--- config.mk ---
export PLATFORM = sky130hd
export DESIGN_NAME = slab_size_class_lookup
export DESIGN_NICKNAME = d
export VERILOG_FILES = /design/src/hdl/sscl_pkg.sv /design/src/hdl/sscl_mul.sv /design/src/hdl/slab_size_class_lookup.sv
export SDC_FILE = /design/constraint.sdc
export NUM_CORES = 1
export LEC_CHECK = 0
export BUFFER_PORTS_ARGS = -buffer_cell sky130_fd_sc_hd__buf_2
export CORE_ASPECT_RATIO = 1.2
export CORE_MARGIN = 1.5
export CORE_UTILIZATION = 60
export DETAILED_ROUTE_END_ITERATION = 7
export MAX_ROUTING_LAYER = met4
export PLACE_DENSITY = 0.8
export REMOVE_ABC_BUFFERS = 1
export SETUP_SLACK_MARGIN = 0.02
export SLEW_MARGIN = 40
export SYNTH_ARGS = -nofsm -noshare
export SYNTH_HDL_FRONTEND = slang
export SYNTH_SLANG_ARGS = --single-unit
--- constraint.sdc ---
create_clock -name clk -period 12.4 [get_ports clk]
set_input_delay 3.1 -clock clk [delete_from_list [all_inputs] [get_ports clk]]
set_output_delay 3.1 -clock clk [all_outputs]
set_load 0.03 [all_outputs]
--- src/hdl/sscl_pkg.sv ---
// ============================================================================
// sscl_pkg
// Shared types and constants for the slab size class lookup.
// ============================================================================
`default_nettype none

package sscl_pkg;

    localparam int REQ_W   = 32;
    localparam int ID_W    = 6;
    localparam int CHUNK_W = 21;
    localparam int GF_W    = 21;
    localparam int BASE_W  = 21;
    localparam int FRAC_W  = 16;

    localparam int MAX_CLASSES_DEF = 64;
    localparam int MAX_ITEM_BYTES  = 1048576;
    // power of two; alignment is done with a mask
    localparam int ALIGN_BYTES     = 8;

    // running size: base plus alignment carry
    localparam int S_W    = BASE_W + 1;
    localparam int PROD_W = S_W + GF_W;

    localparam logic [PROD_W-1:0] LIMIT_Q16 =
        PROD_W'(MAX_ITEM_BYTES) << FRAC_W;

    localparam int CFG_IDX_W = 2;
    localparam int CFG_DATA_W = 21;

    typedef enum logic [CFG_IDX_W-1:0] {
        REG_GROWTH_FACTOR = 2'd0,
        REG_BASE_CHUNK    = 2'd1
    } cfg_reg_t;

    typedef enum logic [2:0] {
        ST_IDLE,
        ST_MUL_SIZE,
        ST_EVAL,
        ST_MUL_ALIGNED,
        ST_FINISH
    } state_t;

    function automatic logic [S_W-1:0] align_up(input logic [S_W-1:0] s);
        logic [S_W-1:0] mask;
        mask = S_W'(ALIGN_BYTES - 1);
        return (s + mask) & ~mask;
    endfunction

endpackage

`default_nettype wire

--- src/hdl/sscl_mul.sv ---
// ============================================================================
// sscl_mul
// Shared size-by-factor multiplier with registered product.
// ============================================================================
`default_nettype none

module sscl_mul (
    input  wire logic                          clk,
    input  wire logic                          en,
    input  wire logic [sscl_pkg::S_W-1:0]      op_size,
    input  wire logic [sscl_pkg::GF_W-1:0]     op_factor,
    output logic      [sscl_pkg::PROD_W-1:0]   product
);

    logic [sscl_pkg::PROD_W-1:0] product_reg;

    always_ff @(posedge clk)
    begin
        if (en)
        begin
            product_reg <= sscl_pkg::PROD_W'(op_size) * sscl_pkg::PROD_W'(op_factor);
        end
    end

    assign product = product_reg;

endmodule

`default_nettype wire

--- src/hdl/slab_size_class_lookup.sv ---
// ============================================================================
// slab_size_class_lookup
// Maps a request size to its geometric slab class and that class's chunk size.
// ============================================================================
// Input channel: in_valid/in_ready with request_size. Output channel:
// out_valid/out_ready with class_id and class_chunk_size, one result per
// request. Config channel: cfg_valid/cfg_ready (always ready) with cfg_index
// (0 = growth factor, Q5.16; 1 = base chunk size) and cfg_data.
// Class sizes are regenerated for every request by one shared multiplier:
// each class examined goes through size x factor for the bound check,
// evaluate/align and aligned x factor for the next size; a zero request
// goes straight to the finish step. One request is worked on at a time
// and in_ready is high only while the sequencer is idle.
// The result sits in an output register; a new request is accepted while
// it waits. If the receiver stalls and a second result is ready, the
// sequencer holds it until the output register frees up.
// Reset clears the output valid and loads factor 1.25 and base size 96.
// ============================================================================
`default_nettype none

module slab_size_class_lookup #(
    parameter int MAX_CLASSES = sscl_pkg::MAX_CLASSES_DEF
) (
    input  wire logic                               clk,
    input  wire logic                               rst_n,
    input  wire logic                               in_valid,
    output logic                                    in_ready,
    input  wire logic [sscl_pkg::REQ_W-1:0]         request_size,
    output logic                                    out_valid,
    input  wire logic                               out_ready,
    output logic      [sscl_pkg::ID_W-1:0]          class_id,
    output logic      [sscl_pkg::CHUNK_W-1:0]       class_chunk_size,
    input  wire logic                               cfg_valid,
    output logic                                    cfg_ready,
    input  wire logic [sscl_pkg::CFG_IDX_W-1:0]     cfg_index,
    input  wire logic [sscl_pkg::CFG_DATA_W-1:0]    cfg_data
);

    localparam int CLS_W = (MAX_CLASSES > 2) ? $clog2(MAX_CLASSES) : 1;
    localparam logic [CLS_W-1:0] LAST_IDX = CLS_W'(MAX_CLASSES - 1);

    sscl_pkg::state_t state_reg, state_next;

    logic [sscl_pkg::GF_W-1:0]    factor_reg;
    logic [sscl_pkg::BASE_W-1:0]  base_reg;

    logic [sscl_pkg::REQ_W-1:0]   req_reg, req_next;
    logic [sscl_pkg::S_W-1:0]     size_reg, size_next;
    logic [sscl_pkg::S_W-1:0]     aligned_reg, aligned_next;
    logic [CLS_W-1:0]             idx_reg, idx_next;
    logic                         from_prod_reg, from_prod_next;
    logic [sscl_pkg::ID_W-1:0]    cls_reg, cls_next;
    logic [sscl_pkg::CHUNK_W-1:0] chunk_reg, chunk_next;

    logic                         out_valid_reg, out_valid_next;
    logic [sscl_pkg::ID_W-1:0]    out_id_reg, out_id_next;
    logic [sscl_pkg::CHUNK_W-1:0] out_chunk_reg, out_chunk_next;

    logic                         mul_en;
    logic [sscl_pkg::S_W-1:0]     mul_op;
    logic [sscl_pkg::PROD_W-1:0]  product;

    logic [sscl_pkg::S_W-1:0]     cur_aligned;
    logic                         in_range;
    logic                         fits;
    logic                         slot_free;

    sscl_mul u_mul (
        .clk       (clk),
        .en        (mul_en),
        .op_size   (mul_op),
        .op_factor (factor_reg),
        .product   (product)
    );

    assign cur_aligned = sscl_pkg::align_up(size_reg);
    assign in_range    = (idx_reg < LAST_IDX) && (product <= sscl_pkg::LIMIT_Q16);
    assign fits        = (req_reg <= sscl_pkg::REQ_W'(cur_aligned));
    assign slot_free   = !out_valid_reg || out_ready;

    always_comb
    begin
        state_next = state_reg;
        unique case (state_reg)
            sscl_pkg::ST_IDLE:
            begin
                if (in_valid)
                begin
                    state_next = (request_size == '0) ? sscl_pkg::ST_FINISH
                                                      : sscl_pkg::ST_MUL_SIZE;
                end
            end
            sscl_pkg::ST_MUL_SIZE:
                state_next = sscl_pkg::ST_EVAL;
            sscl_pkg::ST_EVAL:
                state_next = (in_range && !fits) ? sscl_pkg::ST_MUL_ALIGNED
                                                 : sscl_pkg::ST_FINISH;
            sscl_pkg::ST_MUL_ALIGNED:
                state_next = sscl_pkg::ST_MUL_SIZE;
            sscl_pkg::ST_FINISH:
            begin
                if (slot_free)
                begin
                    state_next = sscl_pkg::ST_IDLE;
                end
            end
            default:
                state_next = sscl_pkg::ST_IDLE;
        endcase
    end

    always_comb
    begin
        in_ready       = 1'b0;
        mul_en         = 1'b0;
        mul_op         = aligned_reg;
        req_next       = req_reg;
        size_next      = size_reg;
        aligned_next   = aligned_reg;
        idx_next       = idx_reg;
        from_prod_next = from_prod_reg;
        cls_next       = cls_reg;
        chunk_next     = chunk_reg;
        out_id_next    = out_id_reg;
        out_chunk_next = out_chunk_reg;
        out_valid_next = out_valid_reg && !out_ready;

        unique case (state_reg)
            sscl_pkg::ST_IDLE:
            begin
                in_ready       = 1'b1;
                req_next       = request_size;
                size_next      = sscl_pkg::S_W'(base_reg);
                idx_next       = CLS_W'(1);
                from_prod_next = 1'b0;
                cls_next       = '0;
                chunk_next     = '0;
            end
            sscl_pkg::ST_MUL_SIZE:
            begin
                mul_en    = 1'b1;
                mul_op    = from_prod_reg ? product[sscl_pkg::FRAC_W +: sscl_pkg::S_W]
                                          : size_reg;
                size_next = mul_op;
            end
            sscl_pkg::ST_EVAL:
            begin
                aligned_next = cur_aligned;
                if (in_range)
                begin
                    if (fits)
                    begin
                        cls_next   = sscl_pkg::ID_W'(idx_reg);
                        chunk_next = sscl_pkg::CHUNK_W'(cur_aligned);
                    end
                end
                else if (req_reg <= sscl_pkg::REQ_W'(sscl_pkg::MAX_ITEM_BYTES))
                begin
                    cls_next   = sscl_pkg::ID_W'(idx_reg);
                    chunk_next = sscl_pkg::CHUNK_W'(sscl_pkg::MAX_ITEM_BYTES);
                end
            end
            sscl_pkg::ST_MUL_ALIGNED:
            begin
                mul_en         = 1'b1;
                mul_op         = aligned_reg;
                idx_next       = idx_reg + CLS_W'(1);
                from_prod_next = 1'b1;
            end
            sscl_pkg::ST_FINISH:
            begin
                if (slot_free)
                begin
                    out_valid_next = 1'b1;
                    out_id_next    = cls_reg;
                    out_chunk_next = chunk_reg;
                end
            end
            default:
            begin
                in_ready = 1'b0;
            end
        endcase
    end

    always_ff @(posedge clk or negedge rst_n)
    begin
        if (!rst_n)
        begin
            state_reg     <= sscl_pkg::ST_IDLE;
            out_valid_reg <= 1'b0;
            factor_reg    <= sscl_pkg::GF_W'(81920);
            base_reg      <= sscl_pkg::BASE_W'(96);
            idx_reg       <= '0;
            from_prod_reg <= 1'b0;
        end
        else
        begin
            state_reg     <= state_next;
            out_valid_reg <= out_valid_next;
            idx_reg       <= idx_next;
            from_prod_reg <= from_prod_next;
            if (cfg_valid && cfg_ready)
            begin
                if (cfg_index == sscl_pkg::REG_GROWTH_FACTOR)
                begin
                    factor_reg <= cfg_data;
                end
                else if (cfg_index == sscl_pkg::REG_BASE_CHUNK)
                begin
                    base_reg <= cfg_data;
                end
            end
        end
    end

    always_ff @(posedge clk)
    begin
        req_reg       <= req_next;
        size_reg      <= size_next;
        aligned_reg   <= aligned_next;
        cls_reg       <= cls_next;
        chunk_reg     <= chunk_next;
        out_id_reg    <= out_id_next;
        out_chunk_reg <= out_chunk_next;
    end

    assign cfg_ready        = 1'b1;
    assign out_valid        = out_valid_reg;
    assign class_id         = out_id_reg;
    assign class_chunk_size = out_chunk_reg;

endmodule

`default_nettype wire

# Yosys cells after proc, flatten, opt, wreduce, memory -nomap -nowiden
# Index checks and enable logic that the tools add are counted.
dict set report totals {
  reg_bits 223
  in_bits 60
  out_inout_bits 30
  elab_cells 72
}
dict set report classes {
  n_addsub 2
  multipliers 1
  order_cmp 4
  n_eq_ne 9
  mux 22
  bitwise_logic 1
  n_reduce_logical 19
}
# cell n
set ops {}
lappend ops {{$mux W21} 3}
lappend ops {{$mux W22} 2}
lappend ops {{$pmux W22 S2} 1}
lappend ops {{$le A43 B37 Y1 const B} 1}
lappend ops {{$mul A22 B21 Y43} 1}
lappend ops {{$pmux W21 S2} 1}
lappend ops {{$le A32 B21 Y1 const B} 1}
lappend ops {{$le A32 B22 Y1} 1}
lappend ops {{$logic_not A32 Y1} 1}
lappend ops {{$pmux W6 S2} 2}
lappend ops {{$add A22 B3 Y22 const B} 1}
lappend ops {{$mux W6} 3}
lappend ops {{$pmux W3 S5} 1}
lappend ops {{$mux W3} 4}
lappend ops {{$add A6 B1 Y6 const B} 1}
lappend ops {{$eq A3 B2 Y1 const B} 2}
lappend ops {{$lt A6 B6 Y1 const B} 1}
lappend ops {{$ne A3 B3 Y1 const B} 2}
lappend ops {{$reduce_and A2 Y1} 3}
lappend ops {{$reduce_and A3 Y1} 2}
lappend ops {{$reduce_bool A2 Y1} 3}
lappend ops {{$mux W1} 4}
lappend ops {{$ne A2 B2 Y1 const B} 2}
lappend ops {{$eq A3 B1 Y1 const B} 1}
lappend ops {{other kinds (10)} 14}

# Longest topological paths before layout
# Gate-level depths: netlist (run 1).
dict set report depth {
  word_depth 6
  depth_mapped 31
  mapped_depth_nobuf 28
}

# Cells and area by module
# Synthesis (run 1) repeated with hierarchy kept, for this count alone.
dict set report hier_totals {
  hier_cells 2368
  area_unflattened_um2 24467.2
}
# module instances cells_each area_each_um2 seq_area_each_um2
set by_module_without_submodules {}
lappend by_module_without_submodules {sscl_mul 1 1810 16782.3 1291.2}
lappend by_module_without_submodules {slab_size_class_lookup 1 558 7684.9 4964.8}

# Worst setup path before layout (run 1)
# OpenSTA, ideal clock, no wires.
dict set report synth_timing {
  path_type {flip-flop to flip-flop}
  from {register state_reg[2]}
  to {register u_mul.product_reg, in the netlist u_mul.product[30] (data pin)}
  setup_ns 0.261
  t_arrival_ns 9.090
  required_time_ns 12.139
  setup_slack_ns 3.049
  path_stages_with_launch 25
  path_buffers 3
  period_less_slack_ns 9.351
  cell_sequence {dfrtp_1 -> clkbuf_1 -> nor2_1 -> nand2_1 -> nor2_1 -> clkbuf_1 -> and2_1 -> fa_1 -> fa_1 -> fa_1 -> fa_1 -> fa_1 -> fa_1 -> inv_1 -> fa_1 -> inv_1 -> ha_1 -> clkbuf_1 -> a21o_1 -> o21bai_1 -> a21oi_1 -> o21ai_0 -> a31oi_1 -> o21bai_1 -> a311o_1}
}
dict set report synth_via {
  elab_chain_len 3
}
# item line
set synth_lines {}
lappend synth_lines {{from (decl)} slab_size_class_lookup.sv:42} ;# sscl_pkg::state_t state_reg, state_next;
lappend synth_lines {{from (signal assigned)} slab_size_class_lookup.sv:190} ;# state_reg <= sscl_pkg::ST_IDLE;
lappend synth_lines {{from (signal assigned)} slab_size_class_lookup.sv:199} ;# state_reg <= state_next;
lappend synth_lines {{$eq A3 B1 Y1} slab_size_class_lookup.sv:128} ;# unique case (state_reg)
lappend synth_lines {{$mux W22} slab_size_class_lookup.sv:128}
lappend synth_lines {{$mul A22 B21 Y43} sscl_mul.sv:21} ;# product_reg <= sscl_pkg::PROD_W'(op_size) * sscl_pkg::PROD_W'(op_factor);
lappend synth_lines {{to (signal assigned)} sscl_mul.sv:21}
lappend synth_lines {{to (decl)} sscl_mul.sv:15} ;# logic [sscl_pkg::PROD_W-1:0] product_reg;
# Every way passes these cells.
# A chain may end at the register's enable or synchronous reset.

# Worst setup path in the final report (run 1)
dict set report layout_timing {
  from {register state_reg[0]}
  to {register u_mul.product_reg, in the netlist u_mul.product[40] (data pin)}
}
# Same word-level chain as after synthesis.

==> results.cfg, run 1 <==
[synth]
synthTopCellsByArea = fa_1 31%, edfxtp_1 20%, ha_1 8.9%, inv_1 7.0%, and2_1 6.6%
yosysTopAreaCellShare_pct = 30.9
synth_seq_area_share_pct = 25.6
synthDistinctLibCells = 69
syn_area_per_cell_um2 = 10.2
syn_area_um2 = 24400
synth_warnings = 0
yosysMostFrequentCell = inv_1
yosys.area.top_type = fa_1
synthCells = 2397
ys_ff_latch = 217
async_reset_ff_share_pct = 24.4
synth-edff-count = 164
synthFlopType = edfxtp_1
synth.top_cells.by_count = 452 x inv_1, 377 x fa_1, 283 x nand2_1, 259 x and2_1, 173 x ha_1

[clocking]
clk_pin_slew_ns = 0.07
ctsHoldBuffers = 0
clock_sinks = 217
clockBufferDepth = 3
htreeDepth = 1
clk_latency_ns = 0.50
ctsResizeCount = 0
cts_tree = done
post-cts-setup-buffers = 0
cts_root_buffer = clkbuf_16
cts_made_buffers = 22

[grt]
grt_pass1_vias = 18700
globalRouteOverflowTotal = 0
grt_usage_pct = 30.0
antenna_found_initial = 2
grt_pass1_wl_um = 96300
grt_max_degree = 54

[placed_design]
globalplace.congestion = 0.925
placed_cell_area_um2 = 25300
dp_hpwl_um = 45100
dp_cells = 2930
portBuffers = 85
pre_cts_ws_ns = 3.47

[sta]
tightest_slew_ns = 0.833
finalSetupViolations = 0
post-route-period-util_pct = 73.2
slew_headroom_pct = 44.5
final.setup.tns_ns = 0
rsz0062_at_grt = no
slew_viol_final = 0
fin_skew_ns = 0.0232
period_needed_ns = 9.08
hold_viol_final = 0
max_freq_mhz = 110
fin_ws_ns = 3.32

[setup_path]
endpoint_kind = register
cp.required_ns = 12.65
cp.arrival_ns = 9.33
crit_path_start_kind = register
worst-setup-path-type = register to register
crit_fanout = 36
r2r.worst_path.cells = 26

[cells_and_area]
nFillCells = 3101
synthToLayoutAreaGrowth_pct = 6.92
largest_register_ffs = 43
finalNonFillerCells = 2971
final_nets = 3032
drive_above_1_share_pct = 9.35
diodes = 0
fin_area_um2 = 26100

[detailed_routing]
drtPass1Iterations = 5
drcViolationCount = 0
ant_nets = 0
vias = 17100
drt_iter0_markers = 1142
viasPerCell = 5.74
routed_wl_um = 58300
post_drt_wl_per_cell_um = 19.6

[hold_path]
hold_class = register to register
worstHoldPathCells = 0

[die]
core_um2 = 39900
start_util_pct = 61.1
die_y_um = 224
chipWidth_um = 187
rows = 80
dieArea_um2 = 41900
io_pins = 90

[run_status]
status = finished, final reports clean

[run]
max_cap_viol_count = 0
## kinds of logic (layout without fill, tap and decap cells)
group	Yosys count	count (layout)	synth area share, %
and+or+nand+nor	710	710	14.7
buffers and inverters	575	614	8.93
adders and majority gates	550	550	39.8
AOI/OAI and AO/OA	221	221	5.99
DFF	217	217	25.6
muxes	66	66	2.92
xor gates and xnor gates	56	56	2.01
other	2	4	0.0308
## path summary, 6_finish.rpt
check                                            startpoint                        endpoint  slack, ns
worst max-delay path               state_reg[0]$_DFFE_PN0P_     u_mul.product[40]$_DFFE_PP_       3.32
worst min-delay path            chunk_reg[10]$_SDFFCE_PN0P_  class_chunk_size[10]$_DFFE_PP_       0.42
worst max register to register     state_reg[0]$_DFFE_PN0P_     u_mul.product[40]$_DFFE_PP_       3.32
worst min register to register  chunk_reg[10]$_SDFFCE_PN0P_  class_chunk_size[10]$_DFFE_PP_       0.42
max in group asynchronous                             rst_n       factor_reg[6]$_DFFE_PN0P_       9.12
min in group asynchronous                             rst_n        base_reg[13]$_DFFE_PN0P_       2.72
## cell type report
type,count,area (µm²),share of cell area [%]
clock buffers,28,614,2.36
well taps,533,667,2.56
flip-flops and latches,217,6260,24.0
inverters,453,1700,6.52
repair buffers,121,699,2.68
multi-input cells,1607,16000,61.3
clock inverters,12,139,0.532
## through the flow
stage               util (%)  hold WS, ns
global placement        63.4        0.401
finish                  65.3        0.418
CTS                     65.3        0.419
floorplan                  -        0.400
detailed placement      63.4        0.405
global route            65.3        0.425
## worst max-delay path: stages (launching register included)
cell and delay (ns):
dfrtp_1 0.62, inv_1 0.26, nor3_4 0.57, buf_4 0.46, nand2_1 0.13, o21a_1 0.27, buf_4 0.27, and2_1 0.19
fa_1 0.49, inv_1 0.05, fa_1 0.56, fa_1 0.45, fa_1 0.54, inv_1 0.05, fa_1 0.47, fa_1 0.49
inv_1 0.05, fa_1 0.48, inv_1 0.04, ha_1 0.45, nor2b_1 0.17, o21ai_0 0.09, a41oi_1 0.42, a31oi_1 0.32
o31ai_2 0.52, a41oi_1 0.21, xnor2_1 0.16
## per-layer routing
metal | GRT usage (%) | vias up | part of all wire [%]
li1 | - | 7561 | -
met1 | 36.9 | 8735 | 39
met2 | 52.6 | 594 | 52
met3 | 2.33 | 160 | 5.1
met4 | 10.4 | 0 | 3.8
met5 | - | - | 0
## layout by cell type (no fill, tap or decap), drive strengths merged, types with 7 or more instances in the layout
cell type / netlist / layout
mux2i: 24 / 24
nand2: 283 / 283
o21ai: 34 / 34
nor4: 21 / 21
xor2: 23 / 23
nor3: 18 / 18
dfrtp: 49 / 49
nand3: 20 / 20
xnor2: 33 / 33
clkbuf: 110 / 28
a21oi: 65 / 65
inv: 452 / 453
and2: 259 / 259
edfxtp: 164 / 164
nor2: 57 / 57
clkinv: 1 / 8
ha: 173 / 173
o21bai: 7 / 7
mux2: 42 / 42
fa: 377 / 377
a21o: 26 / 26
buf: 12 / 121
nand4: 18 / 18
o21a: 42 / 42
Power of run 1 is not shown: default switching activity piles up to over one toggle a cycle in this logic, so the estimate is an artifact.
==> run 2, diff against run 1 <==
Clock period 12.4 ns to 9 ns, I/O delays scaled along.
==> results.cfg, run 2 (same netlist as run 1, synthesis figures left out) <==
[setup_path]
crit_top_cell = fa_1
critPathTopFamily = adder cells
slowest_stage = dfrtp_1
r2r.worst_path.cells = 27
cp.required_ns = 9.24
max_stage_delay_ns = 0.59
crit_path_start_kind = register
endpoint_kind = register
crit_fanout = 54
worst-setup-path-type = register to register
crit_cells = 27
path_buf_inv = 8
cp.arrival_ns = 8.72

[hold_path]
worstHoldPathCells = 0
hold_class = register to register

[cells_and_area]
fin_area_um2 = 26100
multi_input_area_um2 = 16000
final_common_cell = inv_1
final_nets = 3033
drive_above_1_share_pct = 9.77
synthToLayoutAreaGrowth_pct = 6.88
layout_common_cells = 451 x inv_1, 377 x fa_1, 283 x nand2_1
utilization_pct = 65.3
regArea_um2 = 6270
largest_register_ffs = 43
nFillCells = 3040

[detailed_routing]
post_drt_wl_per_cell_um = 19.2
drtPass1Iterations = 6
drcViolationCount = 0
routed_wl_um = 57100
vias = 16800
ant_nets = 0
viasPerCell = 5.67
drt_iter0_markers = 1191

[sta]
tightest_slew_ns = 0.824
rsz0062_at_grt = no
post-route-period-util_pct = 94.2
finalSetupViolations = 0
slew_headroom_pct = 45.1
hold_viol_final = 0
fin_ws_ns = 0.522
period_needed_ns = 8.48
final.setup.tns_ns = 0
fin_skew_ns = 0.0176
slew_viol_final = 0
max_freq_mhz = 118

[clocking]
ctsHoldBuffers = 0
htreeDepth = 1
clockBufferDepth = 3
clk_pin_slew_ns = 0.06
clk_latency_ns = 0.49
clock_sinks = 217
cts_tree = done
post-cts-setup-buffers = 0
ctsResizeCount = 0
cts_made_buffers = 20
cts_root_buffer = clkbuf_16

[grt]
grt_max_degree = 55
grt_pass1_vias = 18200
grt_pass1_wl_um = 93300
antenna_found_initial = 1
grt_usage_pct = 29.1
globalRouteOverflowTotal = 0

[die]
start_util_pct = 61.1
chipWidth_um = 187
die_y_um = 224
dieArea_um2 = 41900
rows = 80
io_pins = 90
core_um2 = 39900

[run]
max_cap_viol_count = 0

[placed_design]
dp_hpwl_um = 45300
pre_cts_ws_ns = 0.562
globalplace.congestion = 0.994
portBuffers = 85
placed_cell_area_um2 = 25400

[run_status]
status = finished, final reports clean
[run 2: changes by cell type in the layout (fill, tap and decap cells not counted), moves of 2 or more]
cell | before | now
o21a_1 | 42 | 39
clkinv_1 | 3 | 1
o21a_2 | 0 | 3
clkinv_2 | 5 | 3
dfrtp_2 | 7 | 12
buf_4 | 35 | 38
diode_2 | 0 | 2
dfrtp_1 | 42 | 37
clkinv_4 | 0 | 3
[run 2: worst paths after layout]
kind	start	to	slack, ns
max	state_reg[0]$_DFFE_PN0P_	u_mul.product[40]$_DFFE_PP_	0.52
min	chunk_reg[3]$_SDFFCE_PN0P_	class_chunk_size[3]$_DFFE_PP_	0.42
max reg2reg	state_reg[0]$_DFFE_PN0P_	u_mul.product[40]$_DFFE_PP_	0.52
min reg2reg	chunk_reg[3]$_SDFFCE_PN0P_	class_chunk_size[3]$_DFFE_PP_	0.42
max in group asynchronous	rst_n	factor_reg[4]$_DFFE_PN0P_	6.57
min in group asynchronous	rst_n	base_reg[16]$_DFFE_PN0P_	1.88
[run 2: stage by stage]
stage | cells | hold WS [ns]
floorplan | 2277 | 0.400
global placement | 2932 | 0.401
detailed placement | 2934 | 0.405
CTS | 2970 | 0.417
global route | 2972 | 0.426
finish | 2972 | 0.419
[run 2: per-layer routing]
metal	GRT usage, %	share of wire [%]
met3	3.37	5.7
met5	-	0
met4	10.1	3.5
met2	50.3	52
met1	35.4	39
[run 2: layout make-up]
class	count	share of cell area [%]
clock buffers	26	2.21
well taps	533	2.56
flip-flops and latches	217	24.0
multi-input cells	1607	61.4
clock inverters	10	0.461
inverters	453	6.52
diodes	2	0.0192
repair buffers	124	2.80
Power of run 2 is left out for the same reason.
